## src/rtl/iwrd_pkg.sv

```systemverilog
`default_nettype none
package iwrd_pkg;

  localparam int unsigned WORKERS    = 16;
  localparam int unsigned WAIT_DEPTH = 16;

  localparam int unsigned FUNC_W   = 1;
  localparam int unsigned CLIENT_W = 16;
  localparam int unsigned WORKER_W = 4;
  localparam int unsigned OUTC_W   = 3;
  localparam int unsigned CNT_W    = 32;
  localparam int unsigned LIMIT_W  = 5;

  localparam int unsigned IDLE_AW = (WORKERS > 1) ? $clog2(WORKERS) : 1;
  localparam int unsigned IDLE_CW = $clog2(WORKERS + 1);
  localparam int unsigned WAIT_AW = (WAIT_DEPTH > 1) ? $clog2(WAIT_DEPTH) : 1;
  localparam int unsigned WAIT_CW = $clog2(WAIT_DEPTH + 1);
  localparam int unsigned CMP_W   = (LIMIT_W > WAIT_CW) ? LIMIT_W : WAIT_CW;

  localparam logic [LIMIT_W-1:0] LIMIT_RST = LIMIT_W'(4);

  typedef enum logic [FUNC_W-1:0] {
    FN_CLIENT = 1'b0,
    FN_WORKER = 1'b1
  } func_e;

  typedef enum logic [OUTC_W-1:0] {
    OC_DIRECT  = 3'd0,
    OC_QUEUED  = 3'd1,
    OC_REFUSED = 3'd2,
    OC_GIVEN   = 3'd3,
    OC_IDLES   = 3'd4
  } outcome_e;

  typedef struct packed {
    logic load;
    logic cfg_we;
  } cmd_t;

endpackage
`default_nettype wire

```

## src/rtl/iwrd_if.sv

```systemverilog
`default_nettype none
interface iwrd_req_if;
  import iwrd_pkg::*;
  logic                valid;
  logic                ready;
  logic [FUNC_W-1:0]   func;
  logic [CLIENT_W-1:0] client_id;
  logic [WORKER_W-1:0] worker_id;

  modport source (output valid, func, client_id, worker_id, input ready);
  modport sink   (input valid, func, client_id, worker_id, output ready);
endinterface

interface iwrd_rsp_if;
  import iwrd_pkg::*;
  logic                valid;
  logic                ready;
  logic [OUTC_W-1:0]   outcome;
  logic [WORKER_W-1:0] matched_worker;
  logic [CLIENT_W-1:0] matched_client;
  logic [CNT_W-1:0]    served_at_once;
  logic [CNT_W-1:0]    served_after_wait;
  logic [CNT_W-1:0]    turned_away;

  modport source (output valid, outcome, matched_worker, matched_client,
                  served_at_once, served_after_wait, turned_away, input ready);
  modport sink   (input valid, outcome, matched_worker, matched_client,
                  served_at_once, served_after_wait, turned_away, output ready);
endinterface

interface iwrd_cfg_if;
  import iwrd_pkg::*;
  logic               valid;
  logic               ready;
  logic [LIMIT_W-1:0] wait_limit;

  modport source (output valid, wait_limit, input ready);
  modport sink   (input valid, wait_limit, output ready);
endinterface
`default_nettype wire

```

## src/rtl/iwrd_ctrl.sv

```systemverilog
`default_nettype none
module iwrd_ctrl (
  input  wire logic          clk_i,
  input  wire logic          rst_ni,
  input  wire logic          req_valid_i,
  output logic               req_ready_o,
  output logic               rsp_valid_o,
  input  wire logic          rsp_ready_i,
  input  wire logic          cfg_valid_i,
  output logic               cfg_ready_o,
  output iwrd_pkg::cmd_t     cmd_o
);
  import iwrd_pkg::*;

  typedef enum logic [1:0] {
    ST_EMPTY = 2'b01,
    ST_FULL  = 2'b10
  } state_e;

  state_e state_q, state_d;

  // output register may be refilled in the cycle it drains
  assign req_ready_o   = (state_q == ST_EMPTY) || rsp_ready_i;
  assign rsp_valid_o   = (state_q == ST_FULL);
  assign cfg_ready_o   = 1'b1;
  assign cmd_o.load    = req_valid_i && req_ready_o;
  assign cmd_o.cfg_we  = cfg_valid_i;

  always_comb begin
    state_d = state_q;
    case (state_q)
      ST_EMPTY: begin
        if (cmd_o.load) state_d = ST_FULL;
      end
      ST_FULL: begin
        if (rsp_ready_i && !cmd_o.load) state_d = ST_EMPTY;
      end
      default: state_d = ST_EMPTY;
    endcase
  end

  always_ff @(posedge clk_i or negedge rst_ni) begin
    if (!rst_ni) begin
      state_q <= ST_EMPTY;
    end else begin
      state_q <= state_d;
    end
  end

endmodule
`default_nettype wire

```

## src/rtl/iwrd_dp.sv

```systemverilog
`default_nettype none
module iwrd_dp (
  input  wire logic                             clk_i,
  input  wire logic                             rst_ni,
  input  wire iwrd_pkg::cmd_t                   cmd_i,
  input  wire logic [iwrd_pkg::FUNC_W-1:0]      func_i,
  input  wire logic [iwrd_pkg::CLIENT_W-1:0]    client_id_i,
  input  wire logic [iwrd_pkg::WORKER_W-1:0]    worker_id_i,
  input  wire logic [iwrd_pkg::LIMIT_W-1:0]     wait_limit_i,
  output logic [iwrd_pkg::OUTC_W-1:0]           outcome_o,
  output logic [iwrd_pkg::WORKER_W-1:0]         matched_worker_o,
  output logic [iwrd_pkg::CLIENT_W-1:0]         matched_client_o,
  output logic [iwrd_pkg::CNT_W-1:0]            served_at_once_o,
  output logic [iwrd_pkg::CNT_W-1:0]            served_after_wait_o,
  output logic [iwrd_pkg::CNT_W-1:0]            turned_away_o
);
  import iwrd_pkg::*;

  function automatic logic [CNT_W-1:0] sat_inc(input logic [CNT_W-1:0] v);
    return (&v) ? v : v + 1'b1;
  endfunction

  logic [WORKER_W-1:0] idle_mem_q [WORKERS];
  logic [CLIENT_W-1:0] wait_mem_q [WAIT_DEPTH];

  logic [IDLE_AW-1:0] idle_head_q, idle_tail_q;
  logic [IDLE_CW-1:0] idle_cnt_q;
  logic [WAIT_AW-1:0] wait_head_q, wait_tail_q;
  logic [WAIT_CW-1:0] wait_cnt_q;
  logic [LIMIT_W-1:0] limit_q;
  logic [CNT_W-1:0]   direct_q, queued_q, refused_q;

  outcome_e            outcome_q, outcome_d;
  logic [WORKER_W-1:0] mworker_q, mworker_d;
  logic [CLIENT_W-1:0] mclient_q, mclient_d;

  logic idle_pop, idle_push, wait_pop, wait_push;
  logic [CMP_W-1:0] lim_ext, lim_eff;
  logic wait_room;

  assign lim_ext   = CMP_W'(limit_q);
  assign lim_eff   = (lim_ext < CMP_W'(WAIT_DEPTH)) ? lim_ext : CMP_W'(WAIT_DEPTH);
  assign wait_room = CMP_W'(wait_cnt_q) < lim_eff;

  always_comb begin
    outcome_d = OC_IDLES;
    mworker_d = '0;
    mclient_d = '0;
    idle_pop  = 1'b0;
    idle_push = 1'b0;
    wait_pop  = 1'b0;
    wait_push = 1'b0;
    if (func_i == FN_CLIENT) begin
      if (idle_cnt_q != '0) begin
        outcome_d = OC_DIRECT;
        mclient_d = client_id_i;
        idle_pop  = 1'b1;
      end else if (wait_room) begin
        outcome_d = OC_QUEUED;
        wait_push = 1'b1;
      end else begin
        outcome_d = OC_REFUSED;
      end
    end else begin
      if (wait_cnt_q != '0) begin
        outcome_d = OC_GIVEN;
        mworker_d = worker_id_i;
        wait_pop  = 1'b1;
      end else begin
        outcome_d = OC_IDLES;
        idle_push = (idle_cnt_q != IDLE_CW'(WORKERS));
      end
    end
  end

  // popped ids are read straight into the result register
  always_ff @(posedge clk_i) begin
    if (cmd_i.load && idle_push) idle_mem_q[idle_tail_q] <= worker_id_i;
    if (cmd_i.load && wait_push) wait_mem_q[wait_tail_q] <= client_id_i;
    if (cmd_i.load) begin
      outcome_q <= outcome_d;
      mworker_q <= idle_pop ? idle_mem_q[idle_head_q] : mworker_d;
      mclient_q <= wait_pop ? wait_mem_q[wait_head_q] : mclient_d;
    end
  end

  always_ff @(posedge clk_i or negedge rst_ni) begin
    if (!rst_ni) begin
      idle_head_q <= '0;
      idle_tail_q <= '0;
      idle_cnt_q  <= '0;
      wait_head_q <= '0;
      wait_tail_q <= '0;
      wait_cnt_q  <= '0;
      limit_q     <= LIMIT_RST;
      direct_q    <= '0;
      queued_q    <= '0;
      refused_q   <= '0;
    end else begin
      if (cmd_i.cfg_we) limit_q <= wait_limit_i;
      if (cmd_i.load) begin
        if (idle_pop) begin
          idle_head_q <= (idle_head_q == IDLE_AW'(WORKERS - 1)) ? '0 : idle_head_q + 1'b1;
          idle_cnt_q  <= idle_cnt_q - 1'b1;
          direct_q    <= sat_inc(direct_q);
        end
        if (idle_push) begin
          idle_tail_q <= (idle_tail_q == IDLE_AW'(WORKERS - 1)) ? '0 : idle_tail_q + 1'b1;
          idle_cnt_q  <= idle_cnt_q + 1'b1;
        end
        if (wait_pop) begin
          wait_head_q <= (wait_head_q == WAIT_AW'(WAIT_DEPTH - 1)) ? '0 : wait_head_q + 1'b1;
          wait_cnt_q  <= wait_cnt_q - 1'b1;
        end
        if (wait_push) begin
          wait_tail_q <= (wait_tail_q == WAIT_AW'(WAIT_DEPTH - 1)) ? '0 : wait_tail_q + 1'b1;
          wait_cnt_q  <= wait_cnt_q + 1'b1;
          queued_q    <= sat_inc(queued_q);
        end
        if (outcome_d == OC_REFUSED) refused_q <= sat_inc(refused_q);
      end
    end
  end

  // totals only move on load, which retires any held beat in the same edge
  assign outcome_o           = outcome_q;
  assign matched_worker_o    = mworker_q;
  assign matched_client_o    = mclient_q;
  assign served_at_once_o    = direct_q;
  assign served_after_wait_o = queued_q;
  assign turned_away_o       = refused_q;

endmodule
`default_nettype wire

```

## src/rtl/idle_worker_request_dispatcher_top.sv

```systemverilog
// channel | dir | handshake      | payload
// req_i   | in  | valid / ready  | func, client_id, worker_id
// rsp_o   | out | valid / ready  | outcome, matched_worker, matched_client, 3 totals
// cfg_i   | in  | valid / ready  | wait_limit
//
// One request per cycle unless rsp_o stalls; result valid the cycle after acceptance.
// The single output register sets the rate: req_i.ready is high whenever that
// register is empty or being drained in the same cycle.
// rsp_o stalls back-pressure req_i directly; no beat is dropped.
// Reset is asynchronous, active low; wait_limit resets to 4, FIFOs and totals empty.
`default_nettype none
module idle_worker_request_dispatcher_top (
  input  wire logic   clk_i,
  input  wire logic   rst_ni,
  iwrd_req_if.sink    req_i,
  iwrd_rsp_if.source  rsp_o,
  iwrd_cfg_if.sink    cfg_i
);
  import iwrd_pkg::*;

  cmd_t cmd;

  iwrd_ctrl u_ctrl (
    .clk_i       (clk_i),
    .rst_ni      (rst_ni),
    .req_valid_i (req_i.valid),
    .req_ready_o (req_i.ready),
    .rsp_valid_o (rsp_o.valid),
    .rsp_ready_i (rsp_o.ready),
    .cfg_valid_i (cfg_i.valid),
    .cfg_ready_o (cfg_i.ready),
    .cmd_o       (cmd)
  );

  iwrd_dp u_dp (
    .clk_i               (clk_i),
    .rst_ni              (rst_ni),
    .cmd_i               (cmd),
    .func_i              (req_i.func),
    .client_id_i         (req_i.client_id),
    .worker_id_i         (req_i.worker_id),
    .wait_limit_i        (cfg_i.wait_limit),
    .outcome_o           (rsp_o.outcome),
    .matched_worker_o    (rsp_o.matched_worker),
    .matched_client_o    (rsp_o.matched_client),
    .served_at_once_o    (rsp_o.served_at_once),
    .served_after_wait_o (rsp_o.served_after_wait),
    .turned_away_o       (rsp_o.turned_away)
  );

endmodule
`default_nettype wire

```

## src/flat_wrapper.sv

```systemverilog
// flat-port wrapper written by rule: the top's interface ports become plain ports
module idle_worker_request_dispatcher_top_flat import iwrd_pkg::*;
  (clk_i, rst_ni, req_i_valid, req_i_func, req_i_client_id, req_i_worker_id, req_i_ready, rsp_o_valid, rsp_o_outcome, rsp_o_matched_worker, rsp_o_matched_client, rsp_o_served_at_once, rsp_o_served_after_wait, rsp_o_turned_away, rsp_o_ready, cfg_i_valid, cfg_i_wait_limit, cfg_i_ready);
  iwrd_req_if req_i_i ();
  iwrd_rsp_if rsp_o_i ();
  iwrd_cfg_if cfg_i_i ();
  input  wire logic clk_i;
  input  wire logic rst_ni;
  input wire logic [$bits(req_i_i.valid)-1:0] req_i_valid;
  input wire logic [$bits(req_i_i.func)-1:0] req_i_func;
  input wire logic [$bits(req_i_i.client_id)-1:0] req_i_client_id;
  input wire logic [$bits(req_i_i.worker_id)-1:0] req_i_worker_id;
  output wire logic [$bits(req_i_i.ready)-1:0] req_i_ready;
  output wire logic [$bits(rsp_o_i.valid)-1:0] rsp_o_valid;
  output wire logic [$bits(rsp_o_i.outcome)-1:0] rsp_o_outcome;
  output wire logic [$bits(rsp_o_i.matched_worker)-1:0] rsp_o_matched_worker;
  output wire logic [$bits(rsp_o_i.matched_client)-1:0] rsp_o_matched_client;
  output wire logic [$bits(rsp_o_i.served_at_once)-1:0] rsp_o_served_at_once;
  output wire logic [$bits(rsp_o_i.served_after_wait)-1:0] rsp_o_served_after_wait;
  output wire logic [$bits(rsp_o_i.turned_away)-1:0] rsp_o_turned_away;
  input wire logic [$bits(rsp_o_i.ready)-1:0] rsp_o_ready;
  input wire logic [$bits(cfg_i_i.valid)-1:0] cfg_i_valid;
  input wire logic [$bits(cfg_i_i.wait_limit)-1:0] cfg_i_wait_limit;
  output wire logic [$bits(cfg_i_i.ready)-1:0] cfg_i_ready;
  assign req_i_i.valid = req_i_valid;
  assign req_i_i.func = req_i_func;
  assign req_i_i.client_id = req_i_client_id;
  assign req_i_i.worker_id = req_i_worker_id;
  assign req_i_ready = req_i_i.ready;
  assign rsp_o_valid = rsp_o_i.valid;
  assign rsp_o_outcome = rsp_o_i.outcome;
  assign rsp_o_matched_worker = rsp_o_i.matched_worker;
  assign rsp_o_matched_client = rsp_o_i.matched_client;
  assign rsp_o_served_at_once = rsp_o_i.served_at_once;
  assign rsp_o_served_after_wait = rsp_o_i.served_after_wait;
  assign rsp_o_turned_away = rsp_o_i.turned_away;
  assign rsp_o_i.ready = rsp_o_ready;
  assign cfg_i_i.valid = cfg_i_valid;
  assign cfg_i_i.wait_limit = cfg_i_wait_limit;
  assign cfg_i_ready = cfg_i_i.ready;
  idle_worker_request_dispatcher_top u_core (.clk_i(clk_i), .rst_ni(rst_ni), .req_i(req_i_i), .rsp_o(rsp_o_i), .cfg_i(cfg_i_i));
endmodule
```

## config.mk

```make
export PLATFORM = sky130hd
export DESIGN_NAME = idle_worker_request_dispatcher_top_flat
export DESIGN_NICKNAME = d
export VERILOG_FILES = /design/src/rtl/iwrd_pkg.sv /design/src/rtl/iwrd_if.sv /design/src/rtl/iwrd_ctrl.sv /design/src/rtl/iwrd_dp.sv /design/src/rtl/idle_worker_request_dispatcher_top.sv /design/src/flat_wrapper.sv
export SDC_FILE = /design/constraint.sdc
export NUM_CORES = 1
export LEC_CHECK = 0
export BUFFER_PORTS_ARGS = -buffer_cell sky130_fd_sc_hd__buf_2
export CAP_MARGIN = 20
export CORE_MARGIN = 2
export CORE_UTILIZATION = 50
export DETAILED_ROUTE_END_ITERATION = 8
export HOLD_SLACK_MARGIN = 0.08
export MAX_ROUTING_LAYER = met4
export PLACE_DENSITY = 0.68
export SYNTH_ARGS = -nofsm -noshare
export SYNTH_HDL_FRONTEND = slang
export SYNTH_SLANG_ARGS = --single-unit
```

## constraint.sdc

```tcl
create_clock -name clk_i -period 5.1 [get_ports clk_i]
set_clock_uncertainty 0.1 [all_clocks]
set_input_delay 0.765 -clock clk_i [delete_from_list [all_inputs] [get_ports clk_i]]
set_output_delay 0.765 -clock clk_i [all_outputs]
set_load 0.05 [all_outputs]
```

==> impl_summary.md <==
Final layout
From synthesis to final layout, the design area changed by 15.6%. The most frequent standard cell in the layout excluding fill and tap cells is edfxtp_1. The number of nets in the final layout is 1,421. In the layout the commonest cells are edfxtp_1, buf_2, dfrtp_1, nand2_1, xnor2_1. The fraction of layout cells with a size suffix above 1 is 26.2%.

Clock network
The hold buffer count at CTS is 0. The number of gates resized after cts is 0. The number of sinks handled by clock tree synthesis is 472. The CTS tree is done.

The clock reaches the later pin of the worst-skew pair after 590 ps. The number of buffers inserted by post-CTS setup repair is 0. Clock tree synthesis selected as its root buffer the cell clkbuf_16.

The clock edge transition at the registers on the reported setup and hold paths is 60 ps. Counting the buffers created by CTS gives 49. The maximum buffer depth of the clock tree is 3. The clock tree synthesis step divided the H-tree into 2 levels.

Yosys
The most common flop cell mapped by yosys is edfxtp_1. The synthesized design contains 472 register bits. When the netlist entered floorplanning its net count stood at 1,232. The count of mapped cells out of synthesis is 1,176. The fraction of synthesis flops using an asynchronous set or reset pin is 27.3%. The synthesized area is 19,500 um2. The number of enable flip-flop cells after synthesis is 343. The share of the Yosys chip area taken by registers is 69.4%. During synthesis, Yosys emitted a total of 0 warnings. Each instance of the synthesized netlist takes up on average 16.6 um2.

The number of library cell types mapped by synthesis is 71.

GRT
The wire length of the first global-routing pass is 62,400 um. Global routing used 30.8% of the available met2 tracks. Summed over all layers, the global routing overflow is 0. The routing usage on met1 is 28.7%. The initial antenna violation count was 1.

The total routing resource utilization after global routing is 20.4%. The met3 track demand over resource in global routing is 4.07%. The number of global-route vias before repair is 10,900.

The largest net degree at the start of global routing is 89. The global-route layer with the greatest usage is met2.

Route
Dividing the detail-routed via count by the number of cells gives 5.67. The total length of routed wires is 39,400 um. The first routing iteration left 884 violations. The first detailed-routing pass took 5 iterations.

The DRC violation count after routing is 0. Across all layers, the routed design uses 10,900 vias. In the final routed layout, each cell accounts on average for 20.5 um. Once detail routing completed, the nets flagged for antenna violations numbered 0.

Power and ir drop
The clock network accounts for 32.2% of the total power. Sequential cells account for 45.1% of the total power. The maximum VDD drop is 0.257 mV. Dividing total power by cell area gives a power density of 467 nW/um2.

The internal portion of the total power is 7410 uW. Combinational cells account for 22.7% of the total power. The switching part of the total power is 29.6%. For this design the static power due to leakage is 0.00843 uW. The switching power total is 3120 uW.

Setup path
The launch point of the critical path is u_core.u_dp.idle_cnt_q[1]. The kind of end point of the critical path is a register. The reg-to-reg startpoint is u_core.u_dp.idle_cnt_q[1]. The required time of the worst setup path is 5270 ps.

STA classifies the critical path startpoint as a register. The number of cell instances on the worst register-to-register path is 6. The cell family contributing the most delay on the critical path is simple AND/OR/NAND/NOR gates. Of all nets on the critical path, the largest fanout is 16. The signal on the critical path passes through nor4_4, o2111ai_2, nor2_1, nand2_1, nor2_1, buf_4.

The number of stages on the worst setup path is 6. The worst setup path is of the reg -> reg kind. In this run the critical register-to-register path is captured at u_core.u_dp.wait_mem_q[15][10].

Setup slack on the worst reg-to-reg path comes out at 1740 ps. The cell with the largest stage delay on the worst path is nor4_4. The worst endpoint data arrival time is 3520 ps.

The most repeated library cell on the critical path is nor2_1. For this run, the slowest stage of the critical path takes 660 ps. The end point of the critical path is u_core.u_dp.wait_mem_q[15][10]. The sum of buffers and inverters on the critical path is 1.

STA
The worst hold margin is 148 ps. The slew at the pin closest to its max-slew limit is 997 ps. Setup repair after global routing left no endpoint under its margin. The accumulated negative setup slack is 0 ps. Setup violations remaining at the end of the flow were counted as 0. The number of endpoints with negative hold slack in the final report is 0.

Headroom to the max-slew limit came out at 33.6%. The post-route worst setup slack is 1740 ps. The worst path uses 65.8% of the clock period. The final number of max-transition violations is 0. The worst path in the final design needs a cycle of 3360 ps, including I/O delays and setup. The maximum frequency from static timing analysis is 298 MHz.

Floorplan
The die covers 40,600 um2. The number of ports placed on the die boundary is 153. The core area is 38,600 um2. The initial utilization of the core area, before any placement, comes to 50.5%. The overall die height is 201 um.

From left edge to right edge, the die measures 201 um. The cell row count is 72.

Status
The flow ran to the end, and the final reports show no timing, DRC or antenna violations.

Job
The number of violations of the max-capacitance limit is 0.

Place
The sum of net half-perimeters after detailed placement is 25,200 um. The count of input and output buffers is 151. The setup slack after placement is 1670 ps. The last weighted congestion value of the routability-driven placer is 0.807.

Worst hold path
The type of the most critical hold path is in -> async.
[worst register-to-register path, delay by kind of cell (launching register included)]
kind	cells	cell delay, ps
AOI/OAI and AO/OA	1	440
buffers and inverters	1	290
DFF	1	450
and+or+nand+nor	4	1760
[cell usage after synthesis (all sizes together) (9+ instances only)]
master,n,area [um2]
inv,18,67.6
a221oi,16,140
clkbuf,27,106
o21ai,31,170
and2,22,138
nor4,9,92.6
nor3,14,70.1
edfxtp,343,10300
nand3,48,240
xnor2,82,718
and4,11,96.3
mux4,80,1800
and3,14,91.3
buf,14,68.8
nor2,45,171
nand4,35,225
a21oi,15,78.8
ha,23,288
nand2,85,322
mux2,12,135
xor2,25,219
dfrtp,127,3180
a22o,21,184
[stage by stage]
stage               total power (uW)  instances  area [um2]  util [%]
finish                         10500       1925       22500      58.4
global placement                7180       1831       21000      54.3
detailed placement              7210       1831       21000      54.3
CTS                            10600       1923       22500      58.3
global route                   11000       1925       22500      58.4
floorplan                       6510       1176       19500         -
[sequential cells by signal (all words and copies together) (netlist names)]
signal / cells
u_core.u_dp.wait_tail_q: 4
u_core.u_dp.served_after_wait_o: 32
u_core.u_dp.idle_head_q: 4
u_core.u_dp.wait_head_q: 4
u_core.u_dp.idle_cnt_q: 5
u_core.u_dp.served_at_once_o: 32
u_core.u_dp.wait_cnt_q: 5
u_core.u_dp.turned_away_o: 32
u_core.u_dp.matched_worker_o: 4
u_core.u_dp.idle_tail_q: 4
u_core.u_ctrl.state_q: 2
u_core.u_dp.lim_ext: 5
u_core.u_dp.idle_mem_q: 64
u_core.u_dp.matched_client_o: 16
u_core.u_dp.outcome_o: 3
u_core.u_dp.wait_mem_q: 256
[how the worst min path moves through the flow]
stage	start	end	slack [ps]	depth (start not counted)
final	rst_ni	u_core.u_ctrl.state_q[1]	150	1
after global routing	rst_ni	u_core.u_ctrl.state_q[1]	210	1
after CTS	rst_ni	u_core.u_dp.served_at_once_o[31]	180	1
after detailed placement	u_core.u_dp.served_after_wait_o[29]	u_core.u_dp.served_after_wait_o[29]	380	1
after global placement	u_core.u_dp.served_after_wait_o[16]	u_core.u_dp.served_after_wait_o[16]	370	1
after floorplan	rst_ni	u_core.u_ctrl.state_q[1]	370	0
[layer usage]
metal	vias to the layer above	share of wire, %	wire length (um)
met3	56	6.2	2460
met2	319	48	18800
met5	-	0	0
met4	0	1.8	710
li1	4936	-	-
met1	5605	44	17500
[area by class of cell]
class                   count  area [um2]
diodes                      1        2.50
clock buffers              71        1370
clock inverters            21         168
fillers                  2971       16000
inverters                  18        67.6
multi-input cells         645        5740
flip-flops and latches    472       13500
well taps                 518         648
repair buffers            179         992
[power groups by stage]
| stage | registers (uW) | clock network, uW | logic [uW] |
|---|---|---|---|
| global route | 4790 | 3640 | 2590 |
| CTS | 4780 | 3490 | 2360 |
| global placement | 4860 | 0 | 2330 |
| finish | 4740 | 3390 | 2390 |
| floorplan | 4850 | 0 | 1650 |
| detailed placement | 4860 | 0 | 2350 |
[kinds of logic (layout without fill, tap and decap cells)]
kind of cell | count (synthesis) | in the layout | share of synthesized area, %
flops | 472 | 472 | 69.4
compound gates | 111 | 111 | 4.29
mux | 92 | 92 | 9.94
buf+inv | 59 | 289 | 1.25
other cells | 1 | 2 | 0.0192
simple gates | 309 | 309 | 8.58
fa+ha+maj | 25 | 25 | 1.68
xor+xnor | 107 | 107 | 4.81
No activity file was read; power rests on OpenSTA's default activity.
